<file path="src/hw/rtl/sctq_pkg.sv">
// Package for the searchable compacting task queue.
// Holds the item structs, the stored entry type, operation codes and sequencer states.
// Has no dependencies of its own.
`default_nettype none

package sctq_pkg;

  // Fixed field widths of the item formats.
  localparam int KEY_W     = 32;
  localparam int PAYLOAD_W = 32;
  localparam int OPER_W    = 3;
  localparam int POS_W     = 4;
  localparam int OCC_W     = 5;

  // Operation codes. Code seven has no meaning and fails.
  localparam logic [OPER_W-1:0] OP_INSERT     = 3'd0;
  localparam logic [OPER_W-1:0] OP_POP        = 3'd1;
  localparam logic [OPER_W-1:0] OP_DEL_HEAD   = 3'd2;
  localparam logic [OPER_W-1:0] OP_PEEK       = 3'd3;
  localparam logic [OPER_W-1:0] OP_DEL_ID     = 3'd4;
  localparam logic [OPER_W-1:0] OP_GET_ID     = 3'd5;
  localparam logic [OPER_W-1:0] OP_FIRST_OPEN = 3'd6;

  // Result status codes.
  localparam logic STATUS_OK   = 1'b0;
  localparam logic STATUS_FAIL = 1'b1;

  // One request item.
  typedef struct packed {
    logic [OPER_W-1:0]    operation;
    logic [KEY_W-1:0]     task_key;
    logic                 new_finished;
    logic [PAYLOAD_W-1:0] new_payload;
  } req_t;

  // One result item.
  typedef struct packed {
    logic                 status;
    logic [POS_W-1:0]     entry_position;
    logic [KEY_W-1:0]     entry_key;
    logic                 entry_finished;
    logic [PAYLOAD_W-1:0] entry_payload;
    logic [OCC_W-1:0]     occupancy;
  } rsp_t;

  // One stored queue entry.
  typedef struct packed {
    logic [KEY_W-1:0]     id;
    logic                 finished;
    logic [PAYLOAD_W-1:0] payload;
  } entry_t;

  // Sequencer states.
  typedef enum logic [2:0] {
    S_IDLE,
    S_INSERT,
    S_READ,
    S_CHECK,
    S_SHIFT_RD,
    S_SHIFT_WR,
    S_DONE
  } state_t;

endpackage

`default_nettype wire

</file>
<file path="src/hw/rtl/searchable_compacting_task_queue.sv">
// Searchable compacting task queue: ordered bounded queue with search and delete by id.
// Entries sit in one memory; a small sequencer walks it with one shared compare unit.
// Depends on sctq_pkg.
//
//   Channel   Ports                 Direction  Handshake
//   request   start, busy, req      in         taken when start is high and busy is low
//   result    done, rsp             out        rsp valid for the one cycle done is high
//
// An unknown code goes from idle straight to the done state; insert passes through
// S_INSERT first. A search reads each entry (S_READ) and then checks it (S_CHECK), from
// the head onward, and stops at the first hit or past the last entry. A removal then
// moves each entry behind the found one up by one place, reading it (S_SHIFT_RD) and
// writing it (S_SHIFT_WR), to close the gap. The memory has a single read port with
// registered read data.
// Reset (rst, synchronous) empties the queue; entry contents are not cleared.
// The receiver cannot stall: busy stays high until the done cycle has passed.
`default_nettype none

module searchable_compacting_task_queue #(
  parameter int QUEUE_DEPTH = 16
) (
  input  wire            clk,
  input  wire            rst,
  input  wire            start,
  output logic           busy,
  input  sctq_pkg::req_t req,
  output logic           done,
  output sctq_pkg::rsp_t rsp
);

  import sctq_pkg::*;

  localparam int AW = (QUEUE_DEPTH > 1) ? $clog2(QUEUE_DEPTH) : 1;
  localparam int CW = $clog2(QUEUE_DEPTH + 1);

  state_t state, state_next;

  // Entry storage and its registered read data.
  entry_t mem [QUEUE_DEPTH];
  entry_t rdata;

  logic [AW-1:0] rd_addr;
  logic          mem_we;
  logic [AW-1:0] waddr;
  entry_t        wdata;

  // Control and captured request.
  logic [CW-1:0] count;
  logic [CW-1:0] idx;
  req_t          cmd;

  // Result registers.
  logic          res_status;
  logic [AW-1:0] res_pos;
  entry_t        res_entry;

  logic          hit;
  logic          removing;
  logic          at_end;
  logic          shift_last;
  logic          full;
  logic [31:0]   pos_wide;
  logic [31:0]   occ_wide;

  assign full       = (count == CW'(QUEUE_DEPTH));
  assign at_end     = (idx == count);
  assign shift_last = ((idx + CW'(1)) == count);

  // Shared compare unit: decides whether the entry just read is the one sought.
  always_comb begin
    case (cmd.operation)
      OP_POP, OP_DEL_HEAD, OP_PEEK: hit = 1'b1;
      OP_DEL_ID, OP_GET_ID:         hit = (rdata.id == cmd.task_key);
      OP_FIRST_OPEN:                hit = !rdata.finished;
      default:                      hit = 1'b0;
    endcase
  end

  // Operations that take the found entry out of the queue.
  always_comb begin
    case (cmd.operation)
      OP_POP, OP_DEL_HEAD, OP_DEL_ID: removing = 1'b1;
      default:                        removing = 1'b0;
    endcase
  end

  // Next state.
  always_comb begin
    state_next = state;
    case (state)
      S_IDLE: begin
        if (start) begin
          if (req.operation == OP_INSERT) begin
            state_next = S_INSERT;
          end else if (req.operation inside {[OP_POP:OP_FIRST_OPEN]}) begin
            state_next = S_READ;
          end else begin
            state_next = S_DONE;
          end
        end
      end
      S_INSERT:   state_next = S_DONE;
      S_READ:     state_next = at_end ? S_DONE : S_CHECK;
      S_CHECK: begin
        if (hit) begin
          state_next = removing ? S_SHIFT_RD : S_DONE;
        end else begin
          state_next = S_READ;
        end
      end
      S_SHIFT_RD: state_next = shift_last ? S_DONE : S_SHIFT_WR;
      S_SHIFT_WR: state_next = S_SHIFT_RD;
      S_DONE:     state_next = S_IDLE;
      default:    state_next = S_IDLE;
    endcase
  end

  // Memory port controls for each state.
  always_comb begin
    rd_addr = idx[AW-1:0];
    mem_we  = 1'b0;
    waddr   = idx[AW-1:0];
    wdata   = rdata;
    case (state)
      S_INSERT: begin
        mem_we = !full;
        waddr  = count[AW-1:0];
        wdata  = '{id: cmd.task_key, finished: cmd.new_finished, payload: cmd.new_payload};
      end
      S_SHIFT_RD: begin
        rd_addr = AW'(idx + CW'(1));
      end
      S_SHIFT_WR: begin
        mem_we = 1'b1;
      end
      default: begin
        mem_we = 1'b0;
      end
    endcase
  end

  // Entry memory: one write and one registered read per cycle.
  always_ff @(posedge clk) begin
    if (mem_we) begin
      mem[waddr] <= wdata;
    end
    rdata <= mem[rd_addr];
  end

  // Sequencer state and occupancy.
  always_ff @(posedge clk) begin
    if (rst) begin
      state <= S_IDLE;
      count <= '0;
    end else begin
      state <= state_next;
      if (state == S_INSERT && !full) begin
        count <= count + CW'(1);
      end else if (state == S_SHIFT_RD && shift_last) begin
        count <= count - CW'(1);
      end
    end
  end

  // Scan index, captured request and result fields.
  always_ff @(posedge clk) begin
    case (state)
      S_IDLE: begin
        if (start) begin
          cmd        <= req;
          idx        <= '0;
          res_status <= STATUS_FAIL;
          res_pos    <= '0;
          res_entry  <= '0;
        end
      end
      S_INSERT: begin
        if (!full) begin
          res_status <= STATUS_OK;
          res_pos    <= count[AW-1:0];
          res_entry  <= wdata;
        end
      end
      S_CHECK: begin
        if (hit) begin
          res_status <= STATUS_OK;
          res_pos    <= idx[AW-1:0];
          res_entry  <= rdata;
        end else begin
          idx <= idx + CW'(1);
        end
      end
      S_SHIFT_WR: begin
        idx <= idx + CW'(1);
      end
      default: begin
        idx <= idx;
      end
    endcase
  end

  // Result port.
  assign pos_wide = 32'(res_pos);
  assign occ_wide = 32'(count);

  always_comb begin
    busy                = (state != S_IDLE);
    done                = (state == S_DONE);
    rsp.status          = res_status;
    rsp.entry_position  = pos_wide[POS_W-1:0];
    rsp.entry_key       = res_entry.id;
    rsp.entry_finished  = res_entry.finished;
    rsp.entry_payload   = res_entry.payload;
    rsp.occupancy       = occ_wide[OCC_W-1:0];
  end

`ifndef SYNTHESIS
  // Occupancy never exceeds the queue depth.
  a_count_bound: assert property (@(posedge clk) disable iff (rst)
    count <= CW'(QUEUE_DEPTH))
    else $error("occupancy exceeds queue depth");

  // Occupancy moves by at most one entry per cycle.
  a_count_step: assert property (@(posedge clk) disable iff (rst)
    1'b1 |=> (count == $past(count) || count == $past(count) + CW'(1)
              || count == $past(count) - CW'(1)))
    else $error("occupancy jumped by more than one");

  // A failed result carries zero entry fields.
  a_fail_zero: assert property (@(posedge clk) disable iff (rst)
    (done && rsp.status == STATUS_FAIL) |->
      (rsp.entry_key == '0 && rsp.entry_payload == '0 &&
       rsp.entry_position == '0 && !rsp.entry_finished))
    else $error("failed result carries entry data");

  // An accepted item keeps the block busy on the next cycle.
  a_accept_busy: assert property (@(posedge clk) disable iff (rst)
    (start && !busy) |=> busy)
    else $error("accepted item did not start the sequencer");
`endif

endmodule

`default_nettype wire

</file>
<file path="config.mk">
export PLATFORM = sky130hd
export DESIGN_NAME = searchable_compacting_task_queue
export DESIGN_NICKNAME = d
export VERILOG_FILES = /design/src/hw/rtl/sctq_pkg.sv /design/src/hw/rtl/searchable_compacting_task_queue.sv
export SDC_FILE = /design/constraint.sdc
export NUM_CORES = 1
export LEC_CHECK = 0
export BUFFER_PORTS_ARGS = -buffer_cell sky130_fd_sc_hd__buf_2
export CAP_MARGIN = 0
export CORE_UTILIZATION = 55
export CTS_CLUSTER_DIAMETER = 80
export CTS_CLUSTER_SIZE = 8
export DETAILED_ROUTE_END_ITERATION = 12
export PLACE_DENSITY_LB_ADDON = 0.25
export SYNTH_ARGS = -nofsm -noshare
export SYNTH_HDL_FRONTEND = slang
export SYNTH_SLANG_ARGS = --single-unit
</file>
<file path="constraint.sdc">
create_clock -name clk -period 6.46 [get_ports clk]
set_clock_uncertainty 0.15 [all_clocks]
set_input_delay 0.323 -clock clk [delete_from_list [all_inputs] [get_ports clk]]
set_output_delay 0.323 -clock clk [all_outputs]
set_load 0.01 [all_outputs]
</file>
==> key figures <==
Placement
  • Place WS: 2.26 ns
  • Routability cong.: 0.915
  • Port Buf Inserts: 147
  • Placed Area: 52400 um^2
  • Hpwl dp: 69900 um

STA
  • Fin Setup TNS: 0 ns
  • Setup WS post-layout: 2.18 ns
  • Min Clock Period, post-route: 4.28 ns
  • Final hold violations: 0
  • Hold slack: 0.0996 ns
  • Period utilisation layout: 0.663
  • RSZ-0062 raised after global routing: no
  • Final setup vio count: 0
  • Slew @ Worst Pin: 1.35 ns
  • Max-slew violations: 0
  • Maximum clock frequency: 234 MHz
  • Max-slew headroom at the worst pin: 0.0953

Synth
  • Cells after synthesis: 3363
  • YS warnings: 0
  • FFs w/ async S/R, synth: 0
  • Distinct cells, synth: 53
  • Avg Cell Area, Syn: 15.0 um^2
  • Number of synthesized flops with an enable pin: 1183
  • Synthesized area: 50600 um^2
  • Sequential element share of the synthesized area: 0.732
  • Synth Register Bits: 1256
  • Post-Syn Nets: 3439
  • Commonest register cell after synthesis: edfxtp_1

Setup path
  • Peak per-stage delay on the critical path: 1.05 ns
  • R2R cell count: 7
  • Slowest CP cell: nor2_4
  • Most used cell along the critical path: nor2_4
  • Critical path arrival: 4.58 ns
  • Cell Chain, Critical Path: nor2b_1, clkinv_2, nor2_4, mux2i_1, or3b_2, nor2_4, buf_4
  • Startpoint types: flip-flop
  • Critical path fanouts, max: 31
  • Worst Path Required: 6.75 ns
  • Crit end category: flip-flop
  • Critical path type: reg2reg

Routing
  • Via-to-Cell Ratio: 6.63
  • Initial detailed-routing violation count: 4184
  • DRT Pass-1 Iters: 6
  • Residual DRC count: 0
  • Wire per inst: 27.4 um
  • Routed via count: 32100
  • Antenna Violating Nets Remaining: 0
  • Total wire length: 133000 um

Floorplan
  • Die Wd: 305 um
  • Die H: 305 um
  • Standard-cell row count: 110
  • Core ar.: 90600 um^2
  • I/O pin count: 148
  • Initial core utilization: 0.558
  • Die ar.: 93100 um^2

CTS
  • CTS Sinks: 1256
  • Resized cells post-CTS: 0
  • Root buf cell: clkbuf_16
  • Setup Fix Bufs, Post-CTS: 0
  • # hold bufs at CTS: 70
  • CTS Buf Count: 174
  • Clock buffer depth: 3
  • Reg clk slew, reported paths: 0.05 ns
  • Clk_lat worst skew: 0.79 ns
  • H-tree depth: 4
  • CTS tree: built

GRT
  • Global-route wire length before repair: 197000 um
  • Number of antenna violations at the first check in global routing: 3
  • Total track usage: 0.283
  • Largest net degree at the start of global routing: 258
  • Vias in the first global route: 31600
  • GR Overflow Total: 0

Worst hold path
  • Hold Crit Class: in2reg
  • Hold Path Depth: 2

Job
  • Max cap viols: 0

Cells and area
  • Final design area excluding fillers: 58200 um^2
  • Fillers: 6340
  • Final core occ: 0.643
  • Fin nets: 3603
  • Share of cells above drive strength 1: 0.133
  • Synthesis-to-layout area growth: 15.1%

Power
  • Worst vdd ir: 0.473 mV
  • Power Density: 473 nW/um^2
  • Lkg Pwr: 19.1 nW

Outcome
  • Status: finished clean
Yosys cell counts, types with 2 or more instances:
master | number | area, um^2
o31ai_1 | 65 | 488
nand4_1 | 2 | 12.5
inv_1 | 6 | 22.5
xor2_1 | 38 | 333
nand2b_1 | 2 | 12.5
a221oi_1 | 129 | 1130
nand3_1 | 396 | 1980
nor4_1 | 8 | 50.1
buf_6 | 5 | 56.3
dfxtp_1 | 73 | 1460
mux2i_1 | 206 | 2060
nand2_1 | 270 | 1010
nor3_1 | 4 | 20.0
buf_4 | 6 | 45.0
and2_1 | 2 | 12.5
o21ai_0 | 7 | 35.0
xnor2_1 | 13 | 114
o221ai_1 | 64 | 561
a21oi_1 | 135 | 676
clkbuf_1 | 176 | 661
a31oi_1 | 8 | 50.1
ha_1 | 4 | 50.1
edfxtp_1 | 1183 | 35500
buf_2 | 70 | 350
a211oi_1 | 3 | 22.5
nor3b_1 | 3 | 22.5
and3_1 | 3 | 18.8
mux2_2 | 66 | 743
buf_1 | 22 | 82.6
a21o_1 | 3 | 22.5
nor2_1 | 108 | 405
nand3b_1 | 2 | 15.0
a32o_1 | 128 | 1280
xnor2_4 | 2 | 55.1
a22oi_1 | 130 | 976
or3_1 | 3 | 18.8
o2111ai_1 | 2 | 17.5
cells by family (layout without fill, tap and decap cells):
group / count (synthesis) / in the layout / share of synthesized area
other: 0 / 1 / 0
muxes: 272 / 272 / 0.0555
AOI/OAI and AO/OA: 683 / 683 / 0.105
xor gates and xnor gates: 53 / 53 / 0.00992
DFF: 1256 / 1256 / 0.732
buffers and inverters: 285 / 590 / 0.0241
adders and majority gates: 5 / 5 / 0.00139
and+or+nand+nor: 809 / 809 / 0.0721
worst max-delay path: cells and delay by family, from the launching register on:
family | cells | cell delay, ns
muxes | 1 | 0.33
DFF | 1 | 0.57
and+or+nand+nor | 4 | 2.28
buffers and inverters | 2 | 0.60
through the flow:
step / total power, W / std cells
finish: 0.0275 / 4845
detailed placement: 0.0189 / 4457
CTS: 0.0274 / 4844
floorplan: 0.0162 / 3363
global placement: 0.0186 / 4457
global route: 0.0285 / 4844
sequential cells by signal (all words and copies together) (netlist names):
register    flops
res_pos         4
rsp            65
count           5
state           3
cmd            68
res_status      1
rdata          65
idx             5
mem          1040
cell usage in the layout, fill, tap and decap left out, drive strengths merged, types with 15 or more instances in the layout:
master	count
nand3	396
clkbuf	304
o221ai	64
dfxtp	73
nor2	108
xor2	38
nand2	271
mux2i	206
dlygate4sd3	70
mux2	66
buf	197
o31ai	65
edfxtp	1183
xnor2	15
a22oi	130
a32o	128
a221oi	129
a21oi	135
metal layers:
layer | vias up | share of wire | wire (um) | GRT usage
met5 | - | 0.00020 | 27 | 0
met4 | 4 | 0.034 | 4560 | 0.115
met3 | 275 | 0.12 | 15400 | 0.0774
met2 | 1978 | 0.46 | 60400 | 0.428
met1 | 16100 | 0.39 | 52300 | 0.391
li1 | 13800 | - | - | -
worst paths after layout:
kind / startpoint / endpoint / slack, ns
max: state[0] / mem[0][15] / 2.18
min: req[37] / cmd[37] / 0.1
max reg2reg: state[0] / mem[0][15] / 2.18
min reg2reg: rdata[5] / rsp[10] / 0.42
where the power goes:
part           internal [W]  switching [W]
clock               0.00509        0.00340
sequential           0.0108       0.000553
combinational       0.00224        0.00546
total                0.0181        0.00942
area by class of cell:
| cell class | instances | area [um^2] | area share |
|---|---|---|---|
| Antenna cell | 1 | 2.50 | 0.0000430 |
| Clock buffer | 304 | 4860 | 0.0836 |
| Inverter | 6 | 26.3 | 0.000452 |
| Clock inverter | 13 | 268 | 0.00460 |
| Sequential cell | 1256 | 37000 | 0.636 |
| Multi-Input combinational cell | 1822 | 12600 | 0.216 |
| Tap cell | 1176 | 1470 | 0.0253 |
| Timing Repair Buffer | 267 | 1990 | 0.0341 |
(Power assumes the default switching activity.)
